`config.mk`:
```
export PLATFORM = sky130hd
export DESIGN_NAME = delimited_integer_list_parser
export DESIGN_NICKNAME = d
export VERILOG_FILES = /design/src/design/dilp_pkg.sv /design/src/design/delimited_integer_list_parser.sv /design/src/design/dilp_front.sv /design/src/design/dilp_fifo.sv /design/src/design/dilp_back.sv
export SDC_FILE = /design/constraint.sdc
export NUM_CORES = 1
export LEC_CHECK = 0
export BUFFER_PORTS_ARGS = -buffer_cell sky130_fd_sc_hd__buf_2
export CAP_MARGIN = 30
export CORE_UTILIZATION = 25
export DETAILED_ROUTE_END_ITERATION = 7
export PLACE_DENSITY = 0.51
export SLEW_MARGIN = 20
export SYNTH_ARGS = -nofsm -noshare
export SYNTH_HDL_FRONTEND = slang
export SYNTH_HIERARCHICAL = 1
export SYNTH_SLANG_ARGS = --single-unit
```
`constraint.sdc`:
```
create_clock -name i_clk -period 6.45 [get_ports i_clk]
set_input_delay 0.3225 -clock i_clk [delete_from_list [all_inputs] [get_ports i_clk]]
set_output_delay 0.3225 -clock i_clk [all_outputs]
set_load 0.05 [all_outputs]
```
`src/design/dilp_pkg.sv`:
```
// ----------------------------------------------------------------------------
// dilp_pkg - shared types and constants of the integer list parser
// Item structs, character class codes, configuration layout and list match.
// ----------------------------------------------------------------------------
package dilp_pkg;

    localparam int BOUNDARY_SLOTS = 4;
    localparam int IGNORE_SLOTS   = 4;
    localparam int CHAR_W         = 16;
    localparam int LIST_W         = 64;
    localparam int LIST_MAX_SLOTS = LIST_W / CHAR_W;
    localparam int MAG_W          = 32;
    localparam int PROD_W         = MAG_W + 4;   // magnitude * 10 + 9 fits
    localparam int COUNT_W        = 8;
    localparam int CFG_IDX_W      = 8;
    localparam int FIFO_DEPTH     = 2;
    localparam int FIFO_PTR_W     = (FIFO_DEPTH > 1) ? $clog2(FIFO_DEPTH) : 1;
    localparam int FIFO_CNT_W     = $clog2(FIFO_DEPTH + 1);

    localparam logic [CHAR_W-1:0] CH_MINUS = 16'h002D;
    localparam logic [CHAR_W-1:0] CH_SPACE = 16'h0020;
    localparam logic [CHAR_W-1:0] CH_ZERO  = 16'h0030;
    localparam logic [CHAR_W-1:0] CH_NINE  = 16'h0039;

    localparam logic [COUNT_W-1:0] MAX_VALUES_RST = 8'd16;

    typedef enum logic [CFG_IDX_W-1:0] {
        CFG_MODE       = 8'd0,
        CFG_MAX_VALUES = 8'd1,
        CFG_BOUNDARY   = 8'd2,
        CFG_IGNORE     = 8'd3
    } t_cfg_idx;

    typedef struct packed {
        logic [CHAR_W-1:0] character;
        logic              end_of_string;
    } t_in_item;

    typedef struct packed {
        logic signed [MAG_W-1:0] value;
        logic [COUNT_W-1:0]      slot;
        logic                    stored;
        logic                    last;
        logic [COUNT_W-1:0]      total;
        logic                    overflow;
    } t_out_item;

    typedef struct packed {
        logic               mode;
        logic [COUNT_W-1:0] max_values;
        logic [LIST_W-1:0]  boundary_chars;
        logic [LIST_W-1:0]  ignore_chars;
    } t_cfg;

    // What the back end has to do with one item
    typedef enum logic [2:0] {
        K_END,
        K_BOUND,
        K_DIGIT,
        K_MINUS,
        K_OTHER
    } t_kind;

    typedef struct packed {
        t_kind      kind;
        logic [3:0] digit;
        logic       is_space;
        logic       is_ignore;
    } t_class;

    // Hit in a zero-terminated list of up to four characters
    function automatic logic list_hit(input logic [CHAR_W-1:0] c,
                                      input logic [LIST_W-1:0] list,
                                      input int                slots);
        logic              alive;
        logic              hit;
        logic [CHAR_W-1:0] e;
        alive = 1'b1;
        hit   = 1'b0;
        for (int k = 0; k < LIST_MAX_SLOTS; k++) begin
            e = list[k*CHAR_W +: CHAR_W];
            if (k < slots) begin
                if (e == '0) begin
                    alive = 1'b0;
                end
                if (alive && e == c) begin
                    hit = 1'b1;
                end
            end
        end
        return hit;
    endfunction

endpackage

```
`src/design/delimited_integer_list_parser.sv`:
```
// ----------------------------------------------------------------------------
// delimited_integer_list_parser - decimal integer list parser
// Splits a 16-bit character stream into fields and emits their signed values.
// ----------------------------------------------------------------------------
// Usage:
//   Input channel (i_in_valid / o_in_ready / i_in_item) takes one character
//   per item; end_of_string set closes the string and the character is unused.
//   Output channel (o_out_valid / i_out_ready / o_out_item) gives at most one
//   result per item: one per boundary while the list has room, and always one
//   for the end item, carrying the final total.
//   Config channel (i_cfg_valid / o_cfg_ready / i_cfg_index / i_cfg_data) is
//   always ready; index 0 mode, 1 max_values, 2 boundary list, 3 ignore list.
//   Write config only while the parser is idle.
//   Throughput: one item per cycle while results are taken, set by the single
//   multiply-by-ten accumulate in the back end. Each item is classified and
//   queued when it is accepted, then accumulated into the output register
//   when the back end pops it, which waits while the result is not taken.
//   Reset (synchronous, active low) clears the field, the count and the
//   queue; config returns to mode 0, max_values 16, empty lists.
//   When the receiver stalls the result register holds; the two-entry queue
//   fills and then o_in_ready drops until results drain.
// ----------------------------------------------------------------------------
module delimited_integer_list_parser (
    input  logic                              i_clk,
    input  logic                              i_rst_n,
    // character items
    input  logic                              i_in_valid,
    output logic                              o_in_ready,
    input  dilp_pkg::t_in_item                i_in_item,
    // result items
    output logic                              o_out_valid,
    input  logic                              i_out_ready,
    output dilp_pkg::t_out_item               o_out_item,
    // register writes
    input  logic                              i_cfg_valid,
    output logic                              o_cfg_ready,
    input  logic [dilp_pkg::CFG_IDX_W-1:0]    i_cfg_index,
    input  logic [dilp_pkg::LIST_W-1:0]       i_cfg_data
);

    dilp_pkg::t_cfg   r_cfg, n_cfg;
    logic             w_q_full;
    logic             w_q_push;
    logic             w_q_pop;
    logic             w_q_valid;
    dilp_pkg::t_class w_push_cls;
    dilp_pkg::t_class w_pop_cls;

    // ---------------------------------------------------------------- config
    assign o_cfg_ready = 1'b1;

    always_comb begin
        n_cfg = r_cfg;
        if (i_cfg_valid) begin
            unique case (i_cfg_index)
                dilp_pkg::CFG_MODE:       n_cfg.mode           = i_cfg_data[0];
                dilp_pkg::CFG_MAX_VALUES: n_cfg.max_values     =
                                              i_cfg_data[dilp_pkg::COUNT_W-1:0];
                dilp_pkg::CFG_BOUNDARY:   n_cfg.boundary_chars = i_cfg_data;
                dilp_pkg::CFG_IGNORE:     n_cfg.ignore_chars   = i_cfg_data;
                default:                  n_cfg                = r_cfg;
            endcase
        end
    end

    always_ff @(posedge i_clk) begin
        if (!i_rst_n) begin
            r_cfg.mode           <= 1'b0;
            r_cfg.max_values     <= dilp_pkg::MAX_VALUES_RST;
            r_cfg.boundary_chars <= '0;
            r_cfg.ignore_chars   <= '0;
        end else begin
            r_cfg <= n_cfg;
        end
    end

    // ---------------------------------------------------------------- front
    // classify: end / boundary / digit / minus / other, plus list hits
    dilp_front u_front (
        .i_in_valid (i_in_valid),
        .o_in_ready (o_in_ready),
        .i_in_item  (i_in_item),
        .i_cfg      (r_cfg),
        .i_q_full   (w_q_full),
        .o_q_push   (w_q_push),
        .o_q_cls    (w_push_cls)
    );

    // ---------------------------------------------------------------- queue
    dilp_fifo u_fifo (
        .i_clk   (i_clk),
        .i_rst_n (i_rst_n),
        .i_push  (w_q_push),
        .i_cls   (w_push_cls),
        .o_full  (w_q_full),
        .i_pop   (w_q_pop),
        .o_valid (w_q_valid),
        .o_cls   (w_pop_cls)
    );

    // ---------------------------------------------------------------- back
    // field state, list count and the output register
    dilp_back u_back (
        .i_clk       (i_clk),
        .i_rst_n     (i_rst_n),
        .i_cfg       (r_cfg),
        .i_q_valid   (w_q_valid),
        .i_q_cls     (w_pop_cls),
        .o_q_pop     (w_q_pop),
        .o_out_valid (o_out_valid),
        .i_out_ready (i_out_ready),
        .o_out_item  (o_out_item)
    );

`ifndef NO_ASSERTIONS
    // a result that does not end the string is always a stored entry
    a_nonlast_stored: assert property (@(posedge i_clk) disable iff (!i_rst_n)
        (o_out_valid && !o_out_item.last) |-> o_out_item.stored)
        else $error("boundary result without a stored entry");

    // a stored entry's total is its slot plus one; an unstored one has slot 0
    a_slot_total: assert property (@(posedge i_clk) disable iff (!i_rst_n)
        o_out_valid |-> (o_out_item.stored
                         ? (o_out_item.total == o_out_item.slot + 8'd1)
                         : (o_out_item.slot == '0)))
        else $error("slot and total disagree");

    // popping the queue needs an entry in it
    a_pop_nonempty: assert property (@(posedge i_clk) disable iff (!i_rst_n)
        w_q_pop |-> w_q_valid)
        else $error("queue pop while empty");

    // no result right after reset
    a_reset_quiet: assert property (@(posedge i_clk)
        !i_rst_n |=> !o_out_valid)
        else $error("result valid right after reset");
`endif

endmodule

```
`src/design/dilp_front.sv`:
```
// ----------------------------------------------------------------------------
// dilp_front - input handshake and character classification
// Compares each character against the lists and pushes its class to the queue.
// ----------------------------------------------------------------------------
module dilp_front (
    input  logic              i_in_valid,
    output logic              o_in_ready,
    input  dilp_pkg::t_in_item i_in_item,
    input  dilp_pkg::t_cfg    i_cfg,
    input  logic              i_q_full,
    output logic              o_q_push,
    output dilp_pkg::t_class  o_q_cls
);

    logic [dilp_pkg::CHAR_W-1:0] w_c;
    logic                        w_bound;
    logic                        w_digit;

    assign w_c        = i_in_item.character;
    assign o_in_ready = !i_q_full;
    assign o_q_push   = i_in_valid && !i_q_full;

    assign w_bound = dilp_pkg::list_hit(w_c, i_cfg.boundary_chars, dilp_pkg::BOUNDARY_SLOTS);
    assign w_digit = (w_c >= dilp_pkg::CH_ZERO) && (w_c <= dilp_pkg::CH_NINE);

    always_comb begin
        o_q_cls.digit     = w_c[3:0];
        o_q_cls.is_space  = (w_c == dilp_pkg::CH_SPACE);
        o_q_cls.is_ignore = dilp_pkg::list_hit(w_c, i_cfg.ignore_chars,
                                               dilp_pkg::IGNORE_SLOTS);
        // boundary wins over digit, minus and space
        if (i_in_item.end_of_string) begin
            o_q_cls.kind = dilp_pkg::K_END;
        end else if (w_bound) begin
            o_q_cls.kind = dilp_pkg::K_BOUND;
        end else if (w_digit) begin
            o_q_cls.kind = dilp_pkg::K_DIGIT;
        end else if (w_c == dilp_pkg::CH_MINUS) begin
            o_q_cls.kind = dilp_pkg::K_MINUS;
        end else begin
            o_q_cls.kind = dilp_pkg::K_OTHER;
        end
    end

endmodule

```
`src/design/dilp_fifo.sv`:
```
// ----------------------------------------------------------------------------
// dilp_fifo - short class queue between front and back end
// Register-based FIFO, push and pop may happen in the same cycle.
// ----------------------------------------------------------------------------
module dilp_fifo (
    input  logic             i_clk,
    input  logic             i_rst_n,
    input  logic             i_push,
    input  dilp_pkg::t_class i_cls,
    output logic             o_full,
    input  logic             i_pop,
    output logic             o_valid,
    output dilp_pkg::t_class o_cls
);

    dilp_pkg::t_class r_mem [dilp_pkg::FIFO_DEPTH];
    logic [dilp_pkg::FIFO_PTR_W-1:0] r_wr_ptr, n_wr_ptr;
    logic [dilp_pkg::FIFO_PTR_W-1:0] r_rd_ptr, n_rd_ptr;
    logic [dilp_pkg::FIFO_CNT_W-1:0] r_count, n_count;

    localparam logic [dilp_pkg::FIFO_PTR_W-1:0] LAST_PTR =
        dilp_pkg::FIFO_PTR_W'(dilp_pkg::FIFO_DEPTH - 1);
    localparam logic [dilp_pkg::FIFO_CNT_W-1:0] FULL_CNT =
        dilp_pkg::FIFO_CNT_W'(dilp_pkg::FIFO_DEPTH);

    assign o_full  = (r_count == FULL_CNT);
    assign o_valid = (r_count != '0);
    assign o_cls   = r_mem[r_rd_ptr];

    always_comb begin
        n_wr_ptr = r_wr_ptr;
        n_rd_ptr = r_rd_ptr;
        n_count  = r_count;
        if (i_push) begin
            n_wr_ptr = (r_wr_ptr == LAST_PTR) ? '0 : r_wr_ptr + 1'b1;
        end
        if (i_pop) begin
            n_rd_ptr = (r_rd_ptr == LAST_PTR) ? '0 : r_rd_ptr + 1'b1;
        end
        if (i_push && !i_pop) begin
            n_count = r_count + 1'b1;
        end else if (!i_push && i_pop) begin
            n_count = r_count - 1'b1;
        end
    end

    always_ff @(posedge i_clk) begin
        if (!i_rst_n) begin
            r_wr_ptr <= '0;
            r_rd_ptr <= '0;
            r_count  <= '0;
        end else begin
            r_wr_ptr <= n_wr_ptr;
            r_rd_ptr <= n_rd_ptr;
            r_count  <= n_count;
        end
    end

    always_ff @(posedge i_clk) begin
        if (i_push) begin
            r_mem[r_wr_ptr] <= i_cls;
        end
    end

endmodule

```
`src/design/dilp_back.sv`:
```
// ----------------------------------------------------------------------------
// dilp_back - field accumulator and result register
// Applies one class per cycle when output is free; closes fields into results.
// ----------------------------------------------------------------------------
module dilp_back (
    input  logic               i_clk,
    input  logic               i_rst_n,
    input  dilp_pkg::t_cfg     i_cfg,
    input  logic               i_q_valid,
    input  dilp_pkg::t_class   i_q_cls,
    output logic               o_q_pop,
    output logic               o_out_valid,
    input  logic               i_out_ready,
    output dilp_pkg::t_out_item o_out_item
);

    logic [dilp_pkg::MAG_W-1:0]   r_mag, n_mag;
    logic                         r_neg, n_neg;
    logic                         r_stopped, n_stopped;
    logic                         r_ovf, n_ovf;
    logic [dilp_pkg::COUNT_W-1:0] r_count, n_count;
    logic                         r_out_valid, n_out_valid;
    dilp_pkg::t_out_item          r_out_item, n_out_item;

    logic [dilp_pkg::PROD_W-1:0]  w_prod;
    logic [dilp_pkg::MAG_W-1:0]   w_value;
    logic                         w_room;
    logic                         w_out_free;

    // magnitude * 8 + magnitude * 2 + digit
    assign w_prod = {1'b0, r_mag, 3'b000} + {3'b000, r_mag, 1'b0}
                  + {{(dilp_pkg::PROD_W-4){1'b0}}, i_q_cls.digit};
    assign w_value    = r_neg ? (dilp_pkg::MAG_W'(0) - r_mag) : r_mag;
    assign w_room     = (r_count < i_cfg.max_values);
    assign w_out_free = !r_out_valid || i_out_ready;
    assign o_q_pop    = i_q_valid && w_out_free;

    assign o_out_valid = r_out_valid;
    assign o_out_item  = r_out_item;

    always_comb begin
        n_mag       = r_mag;
        n_neg       = r_neg;
        n_stopped   = r_stopped;
        n_ovf       = r_ovf;
        n_count     = r_count;
        n_out_valid = r_out_valid && !i_out_ready;
        n_out_item  = r_out_item;

        n_out_item.value    = $signed(w_value);
        n_out_item.slot     = w_room ? r_count : '0;
        n_out_item.stored   = w_room;
        n_out_item.last     = (i_q_cls.kind == dilp_pkg::K_END);
        n_out_item.total    = w_room ? r_count + 1'b1 : r_count;
        n_out_item.overflow = r_ovf;

        if (o_q_pop) begin
            unique case (i_q_cls.kind) inside
                dilp_pkg::K_END, dilp_pkg::K_BOUND: begin
                    if (w_room || i_q_cls.kind == dilp_pkg::K_END) begin
                        n_out_valid = 1'b1;
                    end else begin
                        n_out_item = r_out_item;
                    end
                    if (i_q_cls.kind == dilp_pkg::K_END) begin
                        n_count = '0;
                    end else if (w_room) begin
                        n_count = r_count + 1'b1;
                    end
                    n_mag     = '0;
                    n_neg     = 1'b0;
                    n_stopped = 1'b0;
                    n_ovf     = 1'b0;
                end
                dilp_pkg::K_DIGIT: begin
                    n_out_item = r_out_item;
                    if (!r_stopped) begin
                        n_mag = w_prod[dilp_pkg::MAG_W-1:0];
                        if (w_prod[dilp_pkg::PROD_W-1:dilp_pkg::MAG_W-1] != '0) begin
                            n_ovf = 1'b1;
                        end
                    end
                end
                dilp_pkg::K_MINUS, dilp_pkg::K_OTHER: begin
                    n_out_item = r_out_item;
                    if (!r_stopped) begin
                        if (i_q_cls.kind == dilp_pkg::K_MINUS && r_mag == '0) begin
                            n_neg = !r_neg;
                        end else if (!i_cfg.mode) begin
                            // strict: anything unexpected kills the field
                            if (!i_q_cls.is_space && !i_q_cls.is_ignore) begin
                                n_mag     = '0;
                                n_ovf     = 1'b0;
                                n_stopped = 1'b1;
                            end
                        end else if (r_mag != '0 && !i_q_cls.is_ignore) begin
                            n_stopped = 1'b1;
                        end
                    end
                end
                default: begin
                    n_out_item = r_out_item;
                end
            endcase
        end else begin
            n_out_item = r_out_item;
        end
    end

    always_ff @(posedge i_clk) begin
        if (!i_rst_n) begin
            r_mag       <= '0;
            r_neg       <= 1'b0;
            r_stopped   <= 1'b0;
            r_ovf       <= 1'b0;
            r_count     <= '0;
            r_out_valid <= 1'b0;
        end else begin
            r_mag       <= n_mag;
            r_neg       <= n_neg;
            r_stopped   <= n_stopped;
            r_ovf       <= n_ovf;
            r_count     <= n_count;
            r_out_valid <= n_out_valid;
        end
    end

    always_ff @(posedge i_clk) begin
        r_out_item <= n_out_item;
    end

endmodule
```
==> results.sh <==
export IMPL_outcome="finished clean"
export IMPL_cp_max_fo=9
export IMPL_die_w_um=243
export IMPL_die_area_um2=58900
export IMPL_core_area_um2=56800
export IMPL_max_freq_mhz=233
export IMPL_insertion_delay_ns=0.58
export IMPL_num_nets_final=1777
export IMPL_layout_min_cycle_time_ns=4.30
export IMPL_drt_wirelength_per_cell_um=16.6
export IMPL_crit_required_ns=6.91
export IMPL_critPathArrivalTime_ns=4.75
export IMPL_firstDrtPassIters=5
export IMPL_grt_max_degree=152
export IMPL_wirelength_um=39700
export IMPL_syn_cell_area_um2=14500
export IMPL_p_leak_nw=7.70
export IMPL_syn_area_per_cell_um2=9.65
export IMPL_min_from="i_cfg_data[32]"
export IMPL_syn_nets=1669
export IMPL_grtUsageTotal_pct=13.0
export IMPL_place_inst=2328
export IMPL_ant_nets=0
export IMPL_first_iter_violations=549
export IMPL_cts_setup_buffers=0
export IMPL_post_dp_cell_area_um2=15700
export IMPL_fillCellCount=6025
export IMPL_crit_path_end_kind="flop"
export IMPL_netlist_instances=1500
export IMPL_num_rows=87
export IMPL_finalSetupTns_ns=0
export IMPL_num_io_pins=148
export IMPL_setup_viol=0
export IMPL_critical_path_class="reg -> reg"
export IMPL_dr_total_vias=11269
export IMPL_numCtsBuffers=31
export IMPL_power_mw=4.41
export IMPL_cts_clk_slew_worst_paths_ns=0.06
export IMPL_slew_violations=0
export IMPL_vias_per_cell=4.72
export IMPL_yosys_warnings=6
export IMPL_layout_drive_gt1_share_pct=14.7
export IMPL_hold_violations=0
export IMPL_grt_pass1_wl_um=61400
export IMPL_dp_hpwl_um=28100
export IMPL_gr_usage_met3_pct=2.08
export IMPL_finalCritPeriodShare_pct=66.6
export IMPL_synth_seq_cells=255
export IMPL_grt_remaining_overflow=0
export IMPL_ys_seq_area_share_pct=40.0
export IMPL_antenna_found_initial=2
export IMPL_fin_skew_ns=0.0206
export IMPL_routabilityCongestion=0.852
export IMPL_area_growth_pct=16.3
export IMPL_async_flop_share_pct=0
export IMPL_cts_resized=0
export IMPL_synth_edf_count=69
export IMPL_drcViolationCount=0
export IMPL_yosysUniqueCellTypes=74
export IMPL_max_slew_margin_pct=46.7
export IMPL_grt_pass1_vias=11134
export IMPL_clock_sinks=255
export IMPL_power_density_nw_per_um2=262
export IMPL_holdCritPathClass="in -> reg"
export IMPL_design_area_um2=16800
export IMPL_cts_tree="yes"
export IMPL_worstMarginPinSlew_ns=0.797
export IMPL_top_usage_layer="met2"
export IMPL_rsz0062_at_grt="false"
export IMPL_use_met2_pct=21.7
export IMPL_cap_violations=0
export IMPL_start_util_pct=25.5
export IMPL_critPathLaunchType="flop"
export IMPL_final_cells=2388
export IMPL_holdWs_ns=0.0293
export IMPL_clockBufferDepth=3
export IMPL_peakVddDrop_uv=212
export IMPL_portBuffers=146
export IMPL_cts_max_level=1
export IMPL_die_height_um=243
export IMPL_gr_usage_met1_pct=17.2
export IMPL_clockRootBuffer="clkbuf_16"
export IMPL_synthFlopType="dfxtp_1"
==> area by class of cell <==
type	count	area, um2	area share [%]
Clock buffer	39	858	5.10
Clock inverter	17	199	1.18
Multi-Input combinational cell	1134	8060	47.9
Tap cell	756	946	5.62
Inverter	28	105	0.624
Timing Repair Buffer	158	867	5.15
Antenna cell	1	2.50	0.0149
Sequential cell	255	5800	34.4
==> power breakdown <==
group	leakage [nW]	total (mW)	switching, mW	internal (mW)
registers	2.15	1.81	0.0469	1.76
clock network	0.514	1.81	0.709	1.10
logic	5.05	0.798	0.587	0.210
total	7.70	4.41	1.34	3.07
==> registers in the layout, summed over array words and instances (netlist names), named ones only <==
name                flops
u_back/r_mag           32
u_back/r_neg            1
u_fifo/r_rd_ptr         1
u_back/r_count          8
r_cfg                 137
u_back/r_ovf            1
u_fifo/r_mem           18
u_back/r_stopped        1
u_fifo/r_wr_ptr         1
u_back/o_out_item      51
u_fifo/r_count          2
u_back/o_out_valid      1
==> placed cells by master (no fill, tap or decap), types with 11 or more instances in the layout <==
| cell type | netlist | layout |
|---|---|---|
| nand2_1 | 242 | 242 |
| dfxtp_1 | 186 | 186 |
| buf_2 | 12 | 145 |
| mux2i_1 | 138 | 138 |
| xor2_1 | 97 | 97 |
| xnor2_1 | 94 | 94 |
| ha_1 | 73 | 73 |
| edfxtp_1 | 69 | 69 |
| nor2_1 | 60 | 60 |
| nor4_1 | 53 | 53 |
| a21oi_1 | 46 | 46 |
| nand4_1 | 35 | 35 |
| clkbuf_16 | 0 | 33 |
| inv_1 | 28 | 28 |
| o21ai_0 | 28 | 28 |
| a22oi_1 | 27 | 27 |
| nor3_1 | 22 | 22 |
| a21o_1 | 22 | 22 |
| nand3_1 | 16 | 15 |
| nand2b_1 | 12 | 12 |
| mux2_2 | 12 | 12 |
| and2_1 | 12 | 12 |
| o211ai_1 | 12 | 12 |
| or3_1 | 11 | 11 |
==> through the flow <==
stage / setup slack [ns] / utilization [%]
detailed placement: 2.17 / 27.7
floorplan: 2.64 / -
CTS: 2.12 / 29.6
global placement: 2.21 / 27.7
global route: 1.85 / 29.6
finish: 2.15 / 29.6
==> kinds of logic (layout without fill, tap and decap cells) <==
logic type                 after synthesis  after routing  synth area share [%]
muxes                                  150            150                  10.5
DFF                                    255            255                  40.0
AOI/OAI and AO/OA                      206            206                  9.79
and+or+nand+nor                        511            511                  17.2
other                                    1              2                0.0259
buffers and inverters                  111            242                  4.33
xor gates and xnor gates               191            191                  11.6
adders and majority gates               75             75                  6.59
==> synth_stat cells (9+ instances only) <==
| cell | count | area share [%] |
|---|---|---|
| nor2b_1 | 10 | 0.43 |
| ha_1 | 73 | 6.3 |
| xor2_1 | 97 | 5.9 |
| buf_2 | 12 | 0.42 |
| mux2_2 | 12 | 0.93 |
| inv_1 | 28 | 0.73 |
| mux2i_1 | 138 | 9.5 |
| and2_1 | 12 | 0.52 |
| a21o_1 | 22 | 1.1 |
| clkbuf_1 | 43 | 1.1 |
| nand2_1 | 242 | 6.3 |
| xnor2_1 | 94 | 5.7 |
| a21oi_1 | 46 | 1.6 |
| o21ai_0 | 28 | 0.97 |
| buf_6 | 12 | 0.93 |
| dfxtp_1 | 186 | 26 |
| nor4_1 | 53 | 2.3 |
| edfxtp_1 | 69 | 14 |
| nand2b_1 | 12 | 0.52 |
| o211ai_1 | 12 | 0.62 |
| or3_1 | 11 | 0.48 |
| nor3_1 | 22 | 0.76 |
| o31ai_1 | 9 | 0.47 |
| nor2_1 | 60 | 1.6 |
| a22oi_1 | 27 | 1.4 |
| buf_4 | 10 | 0.52 |
| nand3_1 | 16 | 0.55 |
| nand4_1 | 35 | 1.5 |
==> final timing paths <==
path,end,slack [ns],depth (start not counted)
max,u_back/r_ovf,2.15,15
min reg2reg,r_cfg[134],0.46,2
min,r_cfg[96],0.03,3
max reg2reg,u_back/r_ovf,2.15,15
==> what timing repair did <==
item | in CTS | in global routing
setup endpoints to repair | 0 | 0
endpoints found under the hold margin | 3 | 0
hold buffers | 3 | 0
==> critical path, stage by stage (launching register included) <==
cell	delay, ns
dfxtp_1	0.55
mux2_2	0.23
inv_1	0.05
fa_1	0.59
inv_1	0.06
ha_1	0.31
a211oi_1	0.07
o21ai_0	0.40
o211a_1	0.21
nor3_1	0.06
a211oi_1	0.33
o221ai_1	0.27
or2_2	0.35
a2111oi_0	0.49
o21ai_2	0.09
mux2i_1	0.13
==> per-layer routing <==
metal  up-vias  part of all wire [%]
met5         -                     0
met4         0                   2.4
met3        55                   4.5
met2       268                    46
met1      5378                    47
li1       5568                     -
No activity file was read; power rests on OpenSTA's default activity.
